$ cat config.mk
export PLATFORM = sky130hd
export DESIGN_NAME = sos_walk
export DESIGN_NICKNAME = d
export VERILOG_FILES = /design/src/design/spiral_order_sort_defines.svh /design/src/design/sos_pkg.sv /design/src/design/sos_walk.sv
export SDC_FILE = /design/constraint.sdc
export NUM_CORES = 1
export LEC_CHECK = 0
export ABC_AREA = 1
export BUFFER_PORTS_ARGS = -buffer_cell sky130_fd_sc_hd__buf_2
export CAP_MARGIN = 20
export CORE_MARGIN = 3
export CORE_UTILIZATION = 52
export DETAILED_ROUTE_END_ITERATION = 16
export PLACE_DENSITY_LB_ADDON = 0.08
export SLEW_MARGIN = 20
export SYNTH_ARGS = -nofsm -noshare
export SYNTH_HDL_FRONTEND = slang
export SYNTH_SLANG_ARGS = --single-unit
export TNS_END_PERCENT = 50
$ cat constraint.sdc
create_clock -name clk -period 5.25 [get_ports clk]
set_clock_uncertainty 0.15 [all_clocks]
set_input_delay 0.525 -clock clk [delete_from_list [all_inputs] [get_ports clk]]
set_output_delay 0.525 -clock clk [all_outputs]
set_load 0.005 [all_outputs]
$ cat src/design/spiral_order_sort_defines.svh
// assertion macros for the spiral order sort block
`ifndef SPIRAL_ORDER_SORT_DEFINES_SVH
`define SPIRAL_ORDER_SORT_DEFINES_SVH

// same-cycle implication, sampled on clk, off during reset
`define SOS_ASSERT_IMPL(lbl, ante, cons, msg) \
    lbl: assert property (@(posedge clk) disable iff (!rst_n) (ante) |-> (cons)) \
        else $error(msg);

// next-cycle implication, sampled on clk, off during reset
`define SOS_ASSERT_NEXT(lbl, ante, cons, msg) \
    lbl: assert property (@(posedge clk) disable iff (!rst_n) (ante) |=> (cons)) \
        else $error(msg);

`endif

$ cat src/design/sos_pkg.sv
// shared types and constants for the spiral order sort block
`timescale 1ns / 1ps
package sos_pkg;

    // default sizes
    localparam int DEF_MAX_ROWS = 16;
    localparam int DEF_MAX_COLS = 16;
    localparam int DEF_DATA_W   = 32;

    // fixed field widths
    localparam int POS_W      = 4;
    localparam int CFG_DATA_W = 5;
    localparam int CFG_IDX_W  = 2;

    // register reset values
    localparam logic [CFG_DATA_W-1:0] RST_ROWS = 5'd4;
    localparam logic [CFG_DATA_W-1:0] RST_COLS = 5'd4;

    // item operation codes
    localparam logic OP_LOAD   = 1'b0;
    localparam logic OP_UNLOAD = 1'b1;

    // configuration register indexes
    typedef enum logic [CFG_IDX_W-1:0] {
        CFG_ROWS = 2'd0,
        CFG_COLS = 2'd1
    } cfg_reg_t;

    // spiral walk phase
    typedef enum logic [1:0] {
        PH_TOP    = 2'd0,
        PH_RIGHT  = 2'd1,
        PH_BOTTOM = 2'd2,
        PH_LEFT   = 2'd3
    } phase_t;

    // control broadcast to every sort cell
    typedef struct packed {
        logic load;
        logic unload;
    } cell_ctrl_t;

endpackage

$ cat src/design/sos_walk.sv
// clockwise spiral position walker
`timescale 1ns / 1ps
module sos_walk #(
    parameter int RW = 4,
    parameter int CW = 4
) (
    input  logic          clk,
    input  logic          rst_n,
    input  logic          fresh,
    input  logic          step,
    input  logic [RW-1:0] rows_m1,
    input  logic [CW-1:0] cols_m1,
    output logic [RW-1:0] row,
    output logic [CW-1:0] col
);
    import sos_pkg::*;

    phase_t        phase_reg,  phase_next;
    logic [RW-1:0] top_reg,    top_next;
    logic [RW-1:0] bottom_reg, bottom_next;
    logic [CW-1:0] left_reg,   left_next;
    logic [CW-1:0] right_reg,  right_next;
    logic [RW-1:0] row_reg,    row_next;
    logic [CW-1:0] col_reg,    col_next;

    phase_t        e_phase;
    logic [RW-1:0] e_top, e_bottom, e_row;
    logic [CW-1:0] e_left, e_right, e_col;

    // first place of a matrix starts from the configured geometry
    always_comb
    begin
        e_phase  = fresh ? PH_TOP   : phase_reg;
        e_top    = fresh ? '0       : top_reg;
        e_bottom = fresh ? rows_m1  : bottom_reg;
        e_left   = fresh ? '0       : left_reg;
        e_right  = fresh ? cols_m1  : right_reg;
        e_row    = fresh ? '0       : row_reg;
        e_col    = fresh ? '0       : col_reg;
    end

    assign row = e_row;
    assign col = e_col;

    // next place along the spiral
    always_comb
    begin
        phase_next  = e_phase;
        top_next    = e_top;
        bottom_next = e_bottom;
        left_next   = e_left;
        right_next  = e_right;
        row_next    = e_row;
        col_next    = e_col;
        case (e_phase)
            PH_TOP:
            begin
                if (e_col < e_right)
                begin
                    col_next = e_col + 1'b1;
                end
                else
                begin
                    top_next   = e_top + 1'b1;
                    phase_next = PH_RIGHT;
                    row_next   = e_row + 1'b1;
                end
            end
            PH_RIGHT:
            begin
                if (e_row < e_bottom)
                begin
                    row_next = e_row + 1'b1;
                end
                else
                begin
                    right_next = e_right - 1'b1;
                    phase_next = PH_BOTTOM;
                    col_next   = e_col - 1'b1;
                end
            end
            PH_BOTTOM:
            begin
                if (e_col > e_left)
                begin
                    col_next = e_col - 1'b1;
                end
                else
                begin
                    bottom_next = e_bottom - 1'b1;
                    phase_next  = PH_LEFT;
                    row_next    = e_row - 1'b1;
                end
            end
            PH_LEFT:
            begin
                if (e_row > e_top)
                begin
                    row_next = e_row - 1'b1;
                end
                else
                begin
                    left_next  = e_left + 1'b1;
                    phase_next = PH_TOP;
                    col_next   = e_col + 1'b1;
                end
            end
            default:
            begin
                phase_next = PH_TOP;
            end
        endcase
    end

    // walk state, moves once per result
    always_ff @(posedge clk or negedge rst_n)
    begin
        if (!rst_n)
        begin
            phase_reg  <= PH_TOP;
            top_reg    <= '0;
            bottom_reg <= '0;
            left_reg   <= '0;
            right_reg  <= '0;
            row_reg    <= '0;
            col_reg    <= '0;
        end
        else if (step)
        begin
            phase_reg  <= phase_next;
            top_reg    <= top_next;
            bottom_reg <= bottom_next;
            left_reg   <= left_next;
            right_reg  <= right_next;
            row_reg    <= row_next;
            col_reg    <= col_next;
        end
    end

endmodule

==> results of run 1 <==
-- power groups by stage --
stage | clock network (W) | logic [W] | registers, W
final | 0.000173 | 0.000639 | 0.000292
after global routing | 0.000185 | 0.000742 | 0.000298
after CTS | 0.000177 | 0.000634 | 0.000291
after detailed placement | 0 | 0.000629 | 0.000294
after global placement | 0 | 0.000620 | 0.000295
after floorplan | 0 | 0.000498 | 0.000283
-- worst register-to-register path, stage by stage, from the launching register on --
cell,delay (ns)
dfrtp_1,0.35
inv_1,0.05
nor2_1,0.37
ha_1,0.32
inv_1,0.05
a21oi_1,0.03
nand2_1,0.10
nand2_1,0.28
nand2_2,0.25
inv_1,0.13
nand2_1,0.07
nand2_1,0.04
nand3_1,0.06
o21ai_0,0.08
-- layer usage --
| layer | global-route usage (%) | wire length [um] |
|---|---|---|
| met1 | 31.5 | 2930 |
| met2 | 41.1 | 3140 |
| met3 | 3.31 | 397 |
| met4 | 6.34 | 124 |
| met5 | 0 | 0 |
-- through the flow --
step	area [um2]	worst slack, ns	hold slack, ns
6_report	2770	2.25	0.0824
2_1_floorplan	2580	2.88	0.0794
5_1_grt	2770	1.99	0.122
4_1_cts	2770	2.26	0.110
3_5_place_dp	2700	1.98	0.325
3_3_place_gp	2700	2.00	0.323
-- kinds of logic after synthesis --
kind of cell	share of synthesized area, %
simple gates	42.2
flops	25.2
fa+ha+maj	7.76
compound gates	8.43
buf+inv	10.2
mux	0.388
xor+xnor	5.77
-- area by class of cell --
type	count	area, um2
repair buffers	20	103
inverters	51	195
flip-flops and latches	26	651
clock inverters	1	30.0
multi-input cells	316	1670
clock buffers	3	41.3
well taps	67	83.8
fillers	492	1980
-- final timing paths --
check,end,from,slack (ns),cells past startpoint
max,right_reg[2],fresh,2.25,15
min in group clk,bottom_reg[3],bottom_reg[3],0.35,2
max reg2reg,right_reg[2],row_reg[3],2.78,13
min,left_reg[0],rst_n,0.08,1
max in group asynchronous,row_reg[2],rst_n,4.47,1
min reg2reg,bottom_reg[3],bottom_reg[3],0.35,2
-- cells in the final DEF, fill, tap and decap left out, types with 3 or more instances in the layout --
cell / synthesis / routed
xor2_1: 13 / 13
nor2_2: 3 / 3
a21oi_1: 9 / 9
ha_1: 16 / 16
buf_2: 1 / 19
nor2_1: 23 / 23
xnor2_1: 4 / 4
nand4_1: 6 / 6
or2_2: 3 / 3
o21ai_0: 17 / 17
nand2_1: 136 / 136
clkbuf_8: 0 / 3
nand2_4: 5 / 5
inv_2: 3 / 3
dfrtp_1: 26 / 26
o21ai_1: 6 / 6
nand3_1: 53 / 53
nand2_2: 8 / 8
inv_1: 45 / 45
==> results.py, run 1 <==
metrics = {
    "finish": {
        "utilization_pct": 58.3,
        "nNetsFinal": 446,
        "layout-drive-gt1-share_pct": 12.5,
        "syn2layout_area_growth_pct": 7.32,
        "fin_cells": 484,
        "n_antenna_cell": 0,
    },
    "pwr": {
        "power_switching_share_pct": 49.7,
        "power.clock.fraction_pct": 15.6,
        "finalPower_w": 0.00110,
        "combPwrFrac_pct": 57.9,
        "seqPwrFrac_pct": 26.4,
        "ir_drop_uv": 192,
        "powerDensity_mw_per_mm2": 398,
        "p_switching_w": 0.000549,
        "p_leak_nw": 1.55,
        "internal_power_w": 0.000555,
    },
    "die": {
        "pin_count": 20,
        "dieHeight_um": 76.5,
        "start_util_pct": 54.3,
        "dieArea_mm2": 0.00585,
        "rows": 25,
        "die_x_um": 76.5,
        "core_mm2": 0.00475,
    },
    "synthesis": {
        "synthCells": 403,
        "synth_commonest_cells": "nand2_1, nand3_1, inv_1, dfrtp_1, nor2_1",
        "netlist_top_cells_area": "dfrtp_1, nand2_1, nand3_1",
        "synthArstFlopShare_pct": 100,
        "yosysUniqueCellTypes": 32,
        "yosysTopAreaCell": "dfrtp_1",
        "synth_most_common_cell": "nand2_1",
        "syn_avg_cell_area_um2": 6.41,
        "synth_edf_count": 0,
        "syn_nets": 431,
        "ys_warn_count": 0,
        "syn-cell-area_mm2": 0.00258,
        "synth.ff_latch_count": 26,
        "synth_top_area_share_pct": 25.2,
        "ys_seq_area_share_pct": 25.2,
        "synthFlopType": "dfrtp_1",
    },
    "clock_network": {
        "cts_max_level": 1,
        "hold_buffers": 0,
        "cts_buffers": 3,
        "post_cts_buffers": 0,
        "cts_tree": "built",
        "clk_pin_slew_worst_paths_ns": 0.10,
        "clkLatencyLatePin_ns": 0.28,
        "cts_sinks": 26,
        "cts_root_buffer": "clkbuf_8",
        "cts_buffer_depth": 2,
        "cts_resized": 0,
    },
    "run": {
        "maxCapViolations": 0,
    },
    "sta": {
        "final_hold_viol_count": 0,
        "tightest_slew_ns": 0.761,
        "setup_tns_ns": 0,
        "fmax_mhz": 333,
        "rsz0062_at_grt": "no",
        "post-route-min-period_ns": 3.00,
        "fin_crit_sh_pct": 57.1,
        "slew_violations": 0,
        "finalSetupViolations": 0,
        "relSlewSlack_pct": 49.1,
    },
    "worst_setup_path": {
        "cp_max_fo": 25,
        "end_kind": "flip-flop",
        "worstSetupPathType": "in2reg",
        "cp_data_arrival_time_ns": 3.01,
        "path_cells": "buf_2, inv_4, or2_2, o21ai_0, ha_1, inv_1, a21oi_1, nand2_1, nand2_1, nand2_2, inv_1, nand2_1, nand2_1, nand3_1, o21ai_0",
        "cpMostUsedCell": "nand2_1",
        "startpoint_type": "input pin",
        "crit_family": "simple AND/OR/NAND/NOR gates",
        "path_buf_inv": 4,
        "worstPathRequired_ns": 5.26,
        "slowest_delay_ns": 0.40,
        "cp_slowest_cell": "buf_2",
    },
    "placed_design": {
        "portBuffers": 19,
        "dp_hpwl_mm": 4.82,
        "gp_congestion": 0.897,
        "dp.cells": 480,
    },
    "route": {
        "vias": 2623,
        "drt_iter0_drc": 171,
        "dr.pass1.iters": 7,
        "antenna_left": 0,
        "wirelength_mm": 6.59,
        "drc_errors": 0,
        "wl_per_cell_um": 13.6,
        "viasPerCell": 5.42,
    },
    "worst_hold_path": {
        "min_path_type": "in2async",
    },
    "global_route": {
        "grt_pass1_wl_mm": 11.6,
        "grt_pass1_vias": 2413,
        "grtUsageTotal_pct": 24.0,
        "grt_max_degree": 27,
        "antenna_found_initial": 0,
        "grt.overflow.total": 0,
    },
    "status": {
        "status": "completed",
    },
}
Note: power is estimated with default switching activity, not from simulation.
==> run 2: changes to the inputs <==
- clock period: 5.25 -> 2.5 ns (I/O delays scaled with it)
==> run 2 against run 1 <==
- die area did not move
- via count rose by 0.46%
- register-to-register slack got worse by 2.5 ns
- final cell count rose by 3.7%
- setup slack got worse by 2.0 ns
- flip-flop and latch count did not move
- utilization rose by 2.9 points
- global-route usage rose by 1.3 points
==> results.py, run 2 (same netlist as run 1, synthesis figures left out) <==
metrics = {
    "sta": {
        "fin_crit_sh_pct": 89.8,
        "fmax_mhz": 445,
        "tightest_slew_ns": 0.642,
        "final_hold_viol_count": 0,
        "setup_tns_ns": 0,
        "rsz0062_at_grt": "no",
        "layout_setup_ws_ns": 0.254,
        "finalSetupViolations": 0,
        "relSlewSlack_pct": 57.2,
        "slew_violations": 0,
        "post-route-min-period_ns": 2.25,
    },
    "worst_setup_path": {
        "rr_startpoint": "row_reg[3]",
        "cpMostUsedCell": "nand2_1",
        "slowest_delay_ns": 0.36,
        "cp_max_fo": 11,
        "r2r_end": "right_reg[2]",
        "r2r_setup_slack_ns": 0.25,
        "cp_slowest_cell": "dfrtp_1",
        "end_kind": "flip-flop",
        "r2r_cells": 13,
        "cp_data_arrival_time_ns": 2.26,
        "startpoint": "row_reg[3]",
        "startpoint_type": "flip-flop",
        "path_cells": "inv_1, nor2_1, ha_1, inv_1, a21oi_1, nand2_1, nand2_1, nand2_2, inv_1, nand2_1, nand2_1, nand3_1, o21ai_0",
        "worstSetupPathType": "reg2reg",
        "worstPathRequired_ns": 2.51,
    },
    "clock_network": {
        "post_cts_buffers": 0,
        "cts_buffer_depth": 2,
        "clk_pin_slew_worst_paths_ns": 0.11,
        "cts_root_buffer": "clkbuf_8",
        "cts_max_level": 1,
        "cts_buffers": 3,
        "clkLatencyLatePin_ns": 0.29,
        "cts_tree": "built",
        "cts_sinks": 26,
    },
    "finish": {
        "nNetsFinal": 464,
        "final_cell_mix": "nand2_1, nand3_1, inv_1",
        "syn2layout_area_growth_pct": 12.7,
        "n_antenna_cell": 0,
        "fill_cells": 495,
        "finalInstanceArea_mm2": 0.00291,
        "multi_input_area_mm2": 0.00167,
        "layout.area.seq_um2": 651,
        "layout-drive-gt1-share_pct": 15.9,
        "final_common_cell": "nand2_1",
    },
    "route": {
        "viasPerCell": 5.25,
        "wirelength_mm": 6.93,
        "drt_iter0_drc": 176,
        "dr.pass1.iters": 6,
        "antenna_left": 0,
        "wl_per_cell_um": 13.8,
        "vias": 2635,
        "drc_errors": 0,
    },
    "global_route": {
        "grtUsageTotal_pct": 25.2,
        "grt_pass1_wl_mm": 12.1,
        "grt.overflow.total": 0,
        "antenna_found_initial": 0,
        "grt_pass1_vias": 2569,
        "grt_max_degree": 27,
    },
    "worst_hold_path": {
        "holdPathEnd": "right_reg[2]",
        "min_path_type": "in2reg",
        "hp-start": "cols_m1[2]",
        "min_path_cells": 5,
    },
    "die": {
        "rows": 25,
        "dieArea_mm2": 0.00585,
        "start_util_pct": 54.3,
        "core_mm2": 0.00475,
        "die_x_um": 76.5,
        "pin_count": 20,
        "dieHeight_um": 76.5,
    },
    "placed_design": {
        "gp_congestion": 0.881,
        "place_area_mm2": 0.00283,
        "dp_hpwl_mm": 5.12,
        "portBuffers": 19,
        "place_ws_ns": 0.0532,
    },
    "pwr": {
        "powerDensity_mw_per_mm2": 830,
        "p_leak_nw": 1.63,
        "ir_drop_uv": 474,
        "finalPower_w": 0.00241,
    },
    "status": {
        "status": "completed",
    },
    "run": {
        "maxCapViolations": 0,
    },
}
==> run 2: changes by cell type in the layout (fill, tap and decap cells not counted), sizes merged <==
cell and change:
buf +17, dlygate4sd3 +1
==> run 2: worst max-delay path by stage <==
stage | depth (start not counted) | slack, ns | to
2_1_floorplan | 15 | 0.40 | row_reg[3]
3_3_place_gp | 14 | 0.08 | right_reg[2]
3_5_place_dp | 14 | 0.05 | right_reg[2]
4_1_cts | 12 | 0.23 | right_reg[2]
5_1_grt | 11 | 0.1 | right_reg[2]
6_report | 13 | 0.25 | right_reg[2]
==> run 2: per-stage QoR <==
| step | util [%] | hold WS [ns] | instances |
|---|---|---|---|
| 6_report | 61.2 | 0.219 | 502 |
| 2_1_floorplan | - | -0.196 | 403 |
| 5_1_grt | 61.2 | 0.257 | 502 |
| 3_5_place_dp | 59.4 | 0.157 | 497 |
| 3_3_place_gp | 59.4 | 0.157 | 497 |
| 4_1_cts | 61.2 | 0.214 | 502 |
==> run 2: timing repair <==
| action | in CTS | in global routing |
|---|---|---|
| setup endpoints to repair | 0 | 6 |
| endpoints found under the hold margin | 26 | 0 |
| gates resized for setup | 0 | 1 |
| hold buffers | 1 | 0 |
==> run 2: routing by layer <==
layer	wire length [um]	GRT usage [%]	part of all wire, %
met3	273	2.72	3.9
met2	3210	43.6	46
met1	3350	33.5	48
met4	99	6.34	1.4
met5	0	0	0
==> run 2: power breakdown <==
| group | internal [W] | switching [W] | leakage, nW |
|---|---|---|---|
| clock | 0.000215 | 0.000159 | 0.0357 |
| sequential | 0.000522 | 0.0000864 | 0.339 |
| combinational | 0.000503 | 0.000927 | 1.26 |
| total | 0.00124 | 0.00117 | 1.63 |
==> run 2: final cells by class <==
class                   count  share of cell area (%)
repair buffers             38                    8.26
inverters                  51                    6.71
well taps                  67                    2.88
clock buffers               3                    1.42
clock inverters             1                    1.03
multi-input cells         316                    57.3
flip-flops and latches     26                    22.4
==> run 2: critical path: cells and delay by family, from the launching register on <==
kind / cells / cell delay [ns]
AO/OA/AOI/OAI: 2 / 0.10
buffers and inverters: 3 / 0.20
adder cells (fa/ha/maj): 1 / 0.29
AND/OR/NAND/NOR: 7 / 1.01
flip-flops: 1 / 0.36
