File: src/design/spiral_order_sort_defines.svh
// assertion macros for the spiral order sort block
`ifndef SPIRAL_ORDER_SORT_DEFINES_SVH
`define SPIRAL_ORDER_SORT_DEFINES_SVH

// same-cycle implication, sampled on clk, off during reset
`define SOS_ASSERT_IMPL(lbl, ante, cons, msg) \
    lbl: assert property (@(posedge clk) disable iff (!rst_n) (ante) |-> (cons)) \
        else $error(msg);

// next-cycle implication, sampled on clk, off during reset
`define SOS_ASSERT_NEXT(lbl, ante, cons, msg) \
    lbl: assert property (@(posedge clk) disable iff (!rst_n) (ante) |=> (cons)) \
        else $error(msg);

`endif

File: src/design/sos_pkg.sv
// shared types and constants for the spiral order sort block
`timescale 1ns / 1ps
package sos_pkg;

    // default sizes
    localparam int DEF_MAX_ROWS = 16;
    localparam int DEF_MAX_COLS = 16;
    localparam int DEF_DATA_W   = 32;

    // fixed field widths
    localparam int POS_W      = 4;
    localparam int CFG_DATA_W = 5;
    localparam int CFG_IDX_W  = 2;

    // register reset values
    localparam logic [CFG_DATA_W-1:0] RST_ROWS = 5'd4;
    localparam logic [CFG_DATA_W-1:0] RST_COLS = 5'd4;

    // item operation codes
    localparam logic OP_LOAD   = 1'b0;
    localparam logic OP_UNLOAD = 1'b1;

    // configuration register indexes
    typedef enum logic [CFG_IDX_W-1:0] {
        CFG_ROWS = 2'd0,
        CFG_COLS = 2'd1
    } cfg_reg_t;

    // spiral walk phase
    typedef enum logic [1:0] {
        PH_TOP    = 2'd0,
        PH_RIGHT  = 2'd1,
        PH_BOTTOM = 2'd2,
        PH_LEFT   = 2'd3
    } phase_t;

    // control broadcast to every sort cell
    typedef struct packed {
        logic load;
        logic unload;
    } cell_ctrl_t;

endpackage

File: src/design/sos_cell.sv
// one cell of the insertion sort chain
`timescale 1ns / 1ps
module sos_cell #(
    parameter int DATA_W = sos_pkg::DEF_DATA_W,
    parameter int CNT_W  = 9,
    parameter int INDEX  = 0
) (
    input  logic                     clk,
    input  sos_pkg::cell_ctrl_t      ctrl,
    input  logic signed [DATA_W-1:0] ins_value,
    input  logic signed [DATA_W-1:0] prev_value,
    input  logic signed [DATA_W-1:0] next_value,
    input  logic                     prev_gt,
    input  logic [CNT_W-1:0]         fill,
    output logic signed [DATA_W-1:0] value,
    output logic                     gt
);
    import sos_pkg::*;

    logic signed [DATA_W-1:0] value_reg;
    logic signed [DATA_W-1:0] value_next;
    logic                     occupied;
    logic                     at_tail;

    // position of this cell against the fill level
    assign occupied = CNT_W'(INDEX) < fill;
    assign at_tail  = CNT_W'(INDEX) == fill;

    // strictly greater keeps equal values in arrival order
    assign gt = occupied && (value_reg > ins_value);

    // insert: take left neighbor, take new value, or hold; unload: shift toward head
    always_comb
    begin
        value_next = value_reg;
        if (ctrl.load)
        begin
            if (prev_gt)
            begin
                value_next = prev_value;
            end
            else if (gt || at_tail)
            begin
                value_next = ins_value;
            end
        end
        else if (ctrl.unload)
        begin
            value_next = next_value;
        end
    end

    always_ff @(posedge clk)
    begin
        value_reg <= value_next;
    end

    assign value = value_reg;

endmodule

File: config.mk
export PLATFORM = sky130hd
export DESIGN_NAME = sos_cell
export DESIGN_NICKNAME = d
export VERILOG_FILES = /design/src/design/spiral_order_sort_defines.svh /design/src/design/sos_pkg.sv /design/src/design/sos_cell.sv
export SDC_FILE = /design/constraint.sdc
export NUM_CORES = 1
export LEC_CHECK = 0
export BUFFER_PORTS_ARGS = -buffer_cell sky130_fd_sc_hd__buf_2
export CORE_MARGIN = 4
export CORE_UTILIZATION = 40
export CTS_CLUSTER_DIAMETER = 30
export DETAILED_ROUTE_END_ITERATION = 8
export PLACE_DENSITY = 0.77
export SYNTH_ARGS = -nofsm -noshare
export SYNTH_HDL_FRONTEND = slang
export SYNTH_SLANG_ARGS = --single-unit
File: constraint.sdc
create_clock -name clk -period 3.95 [get_ports clk]
set_input_delay 0.395 -clock clk [delete_from_list [all_inputs] [get_ports clk]]
set_output_delay 0.395 -clock clk [all_outputs]
set_load 0.1 [all_outputs]
==> run_results.csv, run 1 <==
group,metric,value,unit
timing,finalSetupViolations,0,
timing,drv_slew,0,
final_layout,fin_area,3393,um^2
floorplanning,core_area,5991,um^2
clock_tree,root_buffer,"clkbuf_8",
timing,relSlewSlack,58.61,%
synthesis,synth.area.top_cells,"edfxtp_1, ha_1, mux2i_1, a21oi_1, nor2_1",
clock_tree,postCtsHoldBufs,0,
critical_path,crit_path_max_incr_delay,0.40,ns
outcome,run_status,"complete, no violations",
route,ant_nets,0,
synthesis,yosys.area.top_type_share,38.65,%
critical_path,required,3.56,ns
timing,holdWs,0.4278,ns
critical_path,cp_max_fo,3,
pwr,leakage,1.787,nW
critical_path,cp.arrival,2.60,ns
clock_tree,clk-insertion-delay-late,0.28,ns
synthesis,synth_warnings,0,
timing,grt_setup_unrepaired,"false",
clock_tree,htree_levels,2,
grt,overflow,0,
final_layout,area.growth.synth_to_final,36.49,%
pwr,vdd_ir_drop_max,0.2081,mV
clock_tree,tritoncts,"yes",
worst_hold_path,hp-class,"in2reg",
critical_path,crit_path_cell_trace,"ha_1, a21oi_1, nand2_1, a221o_1, or3_1, a21oi_2, nor3_2, buf_2",
route,route.detailed.drc,0,
synthesis,syn_nets,404,
floorplanning,start_util,41.50,%
final_layout,largest_register_ff_count,32,
timing,clock-skew-final,0.01026,ns
route,post_drt_via_cell_ratio,4.919,
clock_tree,clk_pin_slew_worst_paths,0.07,ns
grt,grt_pass1_wl,10280,um
grt,antenna_found_initial,0,
final_layout,nets,545,
route,wire_per_inst,13.64,um
job,max_cap_viol_count,0,
pwr,power.density,413.9,nW/um^2
synthesis,synth_area,2486,um^2
clock_tree,clock_path_buffers,2,
route,drt-pass1-iter-count,4,
route,num_vias,2361,
place,port_buffers,141,
place,post_dp_cell_area,3287,um^2
timing,finalSetupTns,0,ns
critical_path,crit_family,"compound AO/OA/AOI/OAI gates",
critical_path,r2r_start,"value[11]$_DFFE_PP_",
grt,track_usage,17.22,%
timing,timing.fmax,0.3342,GHz
critical_path,worstSetupPathType,"reg2out",
route,totalWireLength,6545,um
critical_path,cp_slowest_cell,"or3_1",
floorplanning,ioPinCount,142,
timing,tightest_slew,0.6188,ns
timing,finalHoldViolCount,0,
synthesis,synth_seq_cells,32,
final_layout,drive_gt1_share,39.01,%
grt,grt_pass1_vias,2407,
clock_tree,numCtsBuffers,5,
clock_tree,post-cts-setup-buffer-count,0,
synthesis,synthCells,263,
synthesis,post-synth-top-area-cell,"edfxtp_1",
grt,grt_max_degree,66,
synthesis,synth.distinct_cells,28,
floorplanning,die_y,86.84,um
place,dpl.hpwl,5599,um
clock_tree,cts_resized,0,
synthesis,seq_area_frac_synth,38.65,%
synthesis,syn_avg_cell_area,9.453,um^2
timing,period_share,75.75,%
floorplanning,dieArea,7540,um^2
route,drt-initial-drc-count,60,
worst_hold_path,hp-start,"next_value[12]",
critical_path,setup.worst_path.start,"value[14]$_DFFE_PP_",
timing,min_period,2.992,ns
place,globalplace.congestion,0.8072,
final_layout,n_antenna_cell,0,
critical_path,worst-path-buf-inv,1,
clock_tree,clock_sinks,32,
floorplanning,die_w,86.84,um
floorplanning,row_count,28,
critical_path,worstSetupEndpointType,"output pin",
critical_path,start_kind,"register",
## metrics by stage
step / setup slack, ns / std cells / utilization (%) / total power [mW]
after floorplan: 0.2352 / 263 / - / 0.9609
after global placement: 1.034 / 472 / 54.87 / 1.106
after detailed placement: 0.8807 / 472 / 54.87 / 1.118
after CTS: 0.9059 / 480 / 56.64 / 1.424
after global routing: 0.7921 / 480 / 56.64 / 1.483
final: 0.9579 / 480 / 56.64 / 1.404
## logic make-up (layout without fill, tap and decap cells)
group	Yosys count	after routing	share of synthesized area, %
simple gates	64	64	12.18
compound gates	58	58	13.24
buf+inv	45	187	6.945
fa+ha+maj	32	32	16.10
mux	32	32	12.88
flops	32	32	38.65
## cell usage after synthesis
master and instances:
a21boi_1 1, a21o_1 2, a21oi_1 45, a21oi_2 1
a221o_1 1, a221oi_1 1, a31o_2 1, and2_1 1
and4_1 1, buf_2 3, clkbuf_1 8, edfxtp_1 32
ha_1 32, inv_1 34, mux2i_1 32, nand2_1 8
nand3_1 4, nand4_1 5, nand4_2 1, nor2_1 36
nor2b_1 1, nor3_1 3, nor4_1 1, nor4_2 2
o2111ai_1 1, o21ai_0 4, o41ai_2 1, or3_1 1
## tightest hold or removal path: stages
cell and delay, ns:
buf_2 0.07, nor2_1 0.03, a21oi_1 0.10
## per-layer routing
layer | GRT usage (%) | share of wire, % | wire [um]
met5 | 0 | 0 | 0
met4 | 4.533 | 1.3 | 87
met3 | 5.608 | 11 | 696
met2 | 31.54 | 48 | 3130
met1 | 18.95 | 40 | 2630
## where the power goes
| part | leakage, nW | internal, mW | switching (mW) |
|---|---|---|---|
| logic | 1.41 | 0.157 | 0.490 |
| registers | 0.321 | 0.432 | 0.0247 |
| clock network | 0.0532 | 0.184 | 0.117 |
| total | 1.79 | 0.773 | 0.632 |
## area by class of cell
cell class	instances	area, um^2
well taps	75	93.84
repair buffers	145	735.7
flip-flops and latches	32	960.9
multi-input cells	186	1369
inverters	34	127.6
fillers	564	2597
clock inverters	3	37.54
clock buffers	5	68.82
## layout by cell type, fill, tap and decap left out, types with 2 or more instances in the layout
cell type and n:
nand2_1 8, nor2_1 36, nor4_2 2, clkinv_1 2
nand4_1 5, inv_1 34, o21ai_0 4, mux2i_1 32
buf_4 4, nor3_1 2, nand3_1 4, a21oi_1 45
ha_1 32, a21o_1 2, clkbuf_8 5, buf_2 141
edfxtp_1 32
## final timing paths
path	endpoint	slack [ns]	depth (start not counted)
max	gt	0.96	8
max reg2reg	value[18]$_DFFE_PP_	1.04	8
min	value[12]$_DFFE_PP_	0.43	3
min reg2reg	value[5]$_DFFE_PP_	1.23	5
Note: power is estimated with default switching activity, not from simulation.
==> run 2, diff against run 1 <==
--- a/config.mk
+++ b/config.mk
@@ -7,10 +7,10 @@
 export LEC_CHECK = 0
 export BUFFER_PORTS_ARGS = -buffer_cell sky130_fd_sc_hd__buf_2
 export CORE_MARGIN = 4
-export CORE_UTILIZATION = 40
+export CORE_UTILIZATION = 45
 export CTS_CLUSTER_DIAMETER = 30
 export DETAILED_ROUTE_END_ITERATION = 8
-export PLACE_DENSITY = 0.77
+export PLACE_DENSITY = 0.82
 export SYNTH_ARGS = -nofsm -noshare
 export SYNTH_HDL_FRONTEND = slang
 export SYNTH_SLANG_ARGS = --single-unit
==> constraint.sdc (replaced) <==
create_clock -name clk -period 2.9 [get_ports clk]
set_input_delay 0.29 -clock clk [delete_from_list [all_inputs] [get_ports clk]]
set_output_delay 0.29 -clock clk [all_outputs]
set_load 0.1 [all_outputs]
==> run_results.csv, run 2 (same netlist as run 1, synthesis figures left out) <==
group,metric,value,unit
floorplanning,die_w,82.33,um
pwr,switching_share,47.13,%
route,wire_per_inst,14.06,um
clock_tree,cts_resized,0,
grt,grt_pass1_vias,2257,
critical_path,required,2.61,ns
timing,period_share,93.42,%
timing,finalSetupTns,0,ns
critical_path,cp_max_fo,2,
final_layout,fillers,433,
clock_tree,clk_pin_slew_worst_paths,0.07,ns
critical_path,worstSetupPathType,"reg2out",
timing,drv_slew,0,
pwr,power_switching,0.8790,mW
final_layout,layout_commonest_cell,"buf_2",
final_layout,largest_register_ff_count,32,
pwr,power.density,544.0,nW/um^2
route,route.detailed.drc,0,
pwr,combPwrFrac,49.0,%
pwr,power_frac_seq,33.2,%
place,dpl.hpwl,5570,um
pwr,leakage,1.792,nW
final_layout,area.growth.synth_to_final,37.90,%
critical_path,start_kind,"register",
critical_path,crit_path_max_incr_delay,0.39,ns
final_layout,drive_gt1_share,40.00,%
grt,grt_pass1_wl,9998,um
route,drt-pass1-iter-count,4,
timing,relSlewSlack,59.73,%
grt,track_usage,19.35,%
clock_tree,postCtsHoldBufs,0,
job,max_cap_viol_count,0,
floorplanning,dieArea,6778,um^2
critical_path,worst-path-buf-inv,1,
pwr,vdd_ir_drop_max,0.3339,mV
critical_path,crit_family,"compound AO/OA/AOI/OAI gates",
pwr,power,1.865,mW
floorplanning,core_area,5238,um^2
route,drt-initial-drc-count,76,
pwr,clockPowerShare,17.7,%
outcome,run_status,"complete, no violations",
grt,antenna_found_initial,0,
critical_path,worstSetupEndpointType,"output pin",
timing,finalHoldViolCount,0,
place,globalplace.congestion,0.7816,
critical_path,cp_slowest_cell,"edfxtp_1",
floorplanning,die_y,82.33,um
grt,overflow,0,
critical_path,crit_path_cell_trace,"ha_1, a21oi_1, o21ai_0, a221o_1, or3_1, a21oi_2, nor3_2, buf_12",
clock_tree,tritoncts,"yes",
route,num_vias,2409,
final_layout,n_antenna_cell,0,
timing,grt_setup_unrepaired,"false",
clock_tree,numCtsBuffers,5,
route,totalWireLength,6680,um
clock_tree,clk-insertion-delay-late,0.28,ns
timing,min_period,2.709,ns
timing,tightest_slew,0.6040,ns
timing,finalSetupViolations,0,
final_layout,final-seq-area,960.9,um^2
route,post_drt_via_cell_ratio,5.072,
floorplanning,start_util,47.47,%
place,port_buffers,141,
final_layout,multiInputGateArea,1406,um^2
clock_tree,clock_path_buffers,2,
final_layout,final_cell_mix,"buf_2, a21oi_1, nor2_1",
clock_tree,clock_sinks,32,
floorplanning,row_count,26,
grt,grt_max_degree,66,
clock_tree,root_buffer,"clkbuf_8",
critical_path,cp.arrival,2.42,ns
worst_hold_path,hp-class,"in2reg",
floorplanning,ioPinCount,142,
route,ant_nets,0,
timing,timing.fmax,0.3691,GHz
clock_tree,htree_levels,2,
pwr,p_int,0.9860,mW
timing,clock-skew-final,0.003407,ns
final_layout,nets,545,
[run 2: worst reg2reg max path, stage by stage, from the launching register on]
cell and delay [ns]:
edfxtp_1 0.42, ha_4 0.30, nand4_1 0.12, nor4_2 0.30, a21boi_1 0.22, or3_1 0.16, a21oi_2 0.08, o41ai_4 0.44
buf_12 0.24
[run 2: final timing paths]
check	start	end	slack, ns	cells after the start
worst max-delay path	value[5]$_DFFE_PP_	gt	0.19	8
worst min register to register	value[1]$_DFFE_PP_	value[20]$_DFFE_PP_	1.29	6
worst min-delay path	next_value[10]	value[10]$_DFFE_PP_	0.32	3
worst max register to register	value[11]$_DFFE_PP_	value[1]$_DFFE_PP_	0.32	8
[run 2: routing by layer]
metal	track usage, %	vias up	part of all wire, %
met1	22.40	1047	39
met5	0	-	0
met3	4.230	18	9.3
li1	-	1226	-
met2	33.81	118	48
met4	8.970	0	3.1
[run 2: area by class of cell]
| cell class | instances | share of cell area (%) |
|---|---|---|
| multi-input combinational | 186 | 41.02 |
| sequential | 32 | 28.03 |
| timing repair buffer | 145 | 22.26 |
| inverter | 34 | 3.723 |
| tap | 70 | 2.555 |
| clock buffer | 5 | 2.007 |
| clock inverter | 3 | 0.4015 |
[run 2: timing repair]
action | 4_1_cts | 5_1_grt
endpoints found under the setup margin | 0 | 24
endpoints found under the hold margin | 0 | 0
buffers inserted | 0 | 1
[run 2: power by group through the flow]
stage / sequential [mW] / combinational, mW / clock, mW
after floorplan: 1.05 / 0.263 / 0
after global placement: 0.626 / 0.900 / 0
after detailed placement: 0.631 / 0.915 / 0
after CTS: 0.621 / 0.917 / 0.339
after global routing: 0.627 / 0.976 / 0.356
final: 0.620 / 0.915 / 0.330
[run 2: stage by stage]
stage	instances	hold WS, ns	cell area, um^2	utilization (%)	worst slack [ns]
2_1_floorplan	263	0.5156	2540	-	-0.6207
3_3_place_gp	466	0.6109	3338	63.74	0.2144
3_5_place_dp	466	0.6133	3338	63.74	0.05487
4_1_cts	474	0.3172	3421	65.31	0.08382
5_1_grt	475	0.3270	3428	65.46	0.05201
6_report	475	0.3242	3428	65.46	0.1909
==> run 3, diff against run 2 <==
==> constraint.sdc (replaced) <==
create_clock -name clk -period 3.1 [get_ports clk]
set_input_delay 0.31 -clock clk [delete_from_list [all_inputs] [get_ports clk]]
set_output_delay 0.31 -clock clk [all_outputs]
set_load 0.1 [all_outputs]
==> run_results.csv, run 3 (same netlist as run 1, synthesis figures left out) <==
group,metric,value,unit
critical_path,crit_path_cell_trace,"ha_1, nand4_1, nor4_2, a21boi_1, or3_1, a21oi_2, nor3_2, buf_2",
critical_path,cp_slowest_cell,"buf_2",
route,drt-pass1-iter-count,4,
final_layout,area.growth.synth_to_final,36.79,%
final_layout,layout_commonest_cell,"buf_2",
clock_tree,clk-insertion-delay-late,0.28,ns
place,globalplace.congestion,0.7700,
final_layout,finalNonFillerCells,475,
critical_path,cp.arrival,2.56,ns
floorplanning,die_w,82.33,um
clock_tree,clk_pin_slew_worst_paths,0.07,ns
route,wire_per_inst,14.05,um
timing,period_share,92.52,%
grt,grt_max_degree,66,
job,max_cap_viol_count,0,
route,totalWireLength,6676,um
timing,timing.fmax,0.3487,GHz
grt,overflow,0,
final_layout,final_cell_mix,"buf_2, a21oi_1, nor2_1",
clock_tree,root_buffer,"clkbuf_8",
pwr,power.density,507.2,nW/um^2
final_layout,fin_area,3401,um^2
critical_path,worstSetupPathType,"reg2out",
critical_path,cp_max_fo,2,
route,ant_nets,0,
critical_path,crit_family,"simple AND/OR/NAND/NOR gates",
floorplanning,die_y,82.33,um
clock_tree,postCtsHoldBufs,0,
critical_path,worst-path-buf-inv,1,
clock_tree,post-cts-setup-buffer-count,1,
grt,antenna_found_initial,0,
route,post_drt_via_cell_ratio,5.080,
route,drt-initial-drc-count,55,
clock_tree,cts_resized,0,
floorplanning,dieArea,6778,um^2
route,num_vias,2413,
clock_tree,clock_path_buffers,2,
critical_path,crit_path_max_incr_delay,0.45,ns
grt,grt_pass1_wl,10200,um
floorplanning,row_count,26,
timing,finalSetupTns,0,ns
worst_hold_path,hp-class,"in2reg",
place,post_dp_cell_area,3311,um^2
clock_tree,tritoncts,"yes",
timing,drv_slew,0,
outcome,run_status,"complete, no violations",
clock_tree,htree_levels,2,
timing,min_period,2.868,ns
timing,worst_slack,0.2320,ns
timing,relSlewSlack,60.25,%
clock_tree,numCtsBuffers,5,
pwr,leakage,1.780,nW
timing,clock-skew-final,0.004581,ns
route,route.detailed.drc,0,
final_layout,n_antenna_cell,0,
timing,finalHoldViolCount,0,
place,place_ws,-0.1700,ns
floorplanning,start_util,47.47,%
grt,grt_pass1_vias,2419,
place,port_buffers,141,
final_layout,nets,545,
timing,grt_setup_unrepaired,"false",
floorplanning,core_area,5238,um^2
grt,track_usage,19.54,%
place,placed_cells,466,
place,dpl.hpwl,5541,um
critical_path,worstSetupEndpointType,"output pin",
final_layout,drive_gt1_share,40.00,%
timing,tightest_slew,0.5963,ns
critical_path,required,2.79,ns
timing,finalSetupViolations,0,
final_layout,largest_register_ff_count,32,
clock_tree,clock_sinks,32,
critical_path,start_kind,"register",
floorplanning,ioPinCount,142,
timing,holdWs,0.3504,ns
pwr,vdd_ir_drop_max,0.3903,mV
-- run 3: layout make-up --
class	count	area, um^2
Timing Repair Buffer	145	735.7
Fill cell	451	1837
Sequential cell	32	960.9
Clock inverter	3	13.76
Multi-Input combinational cell	186	1406
Tap cell	70	87.58
Inverter	34	127.6
Clock buffer	5	68.82
-- run 3: through the flow --
stage / util, % / total power [mW]
6_report: 64.93 / 1.725
5_1_grt: 64.93 / 1.813
4_1_cts: 64.93 / 1.740
3_5_place_dp: 63.21 / 1.431
3_3_place_gp: 63.21 / 1.409
2_1_floorplan: - / 1.231
-- run 3: final timing paths --
path	from	end	slack [ns]	cells past startpoint
hold reg to reg	value[1]$_DFFE_PP_	value[4]$_DFFE_PP_	1.30	6
hold / removal	next_value[9]	value[9]$_DFFE_PP_	0.35	3
setup / recovery	value[9]$_DFFE_PP_	gt	0.23	8
setup reg to reg	value[9]$_DFFE_PP_	value[21]$_DFFE_PP_	0.40	8
-- run 3: metal layers --
| layer | GRT usage (%) | vias up | wire, um |
|---|---|---|---|
| met5 | 0 | - | 0 |
| met1 | 21.00 | 1093 | 2623 |
| li1 | - | 1230 | - |
| met3 | 4.338 | 6 | 474 |
| met4 | 5.648 | 0 | 78 |
| met2 | 37.66 | 84 | 3500 |
-- run 3: worst reg2reg max path, cell delays in order (launching register included) --
cell and delay, ns:
edfxtp_1 0.41, ha_1 0.32, nand4_1 0.15, nor4_2 0.33, a21boi_1 0.20, or3_1 0.16, a21oi_2 0.09, o41ai_4 0.39
buf_4 0.33
-- run 3: report_power, final --
group	total, mW	switching, mW	internal (mW)
registers	0.582	0.0318	0.550
clock network	0.304	0.152	0.152
logic	0.839	0.631	0.208
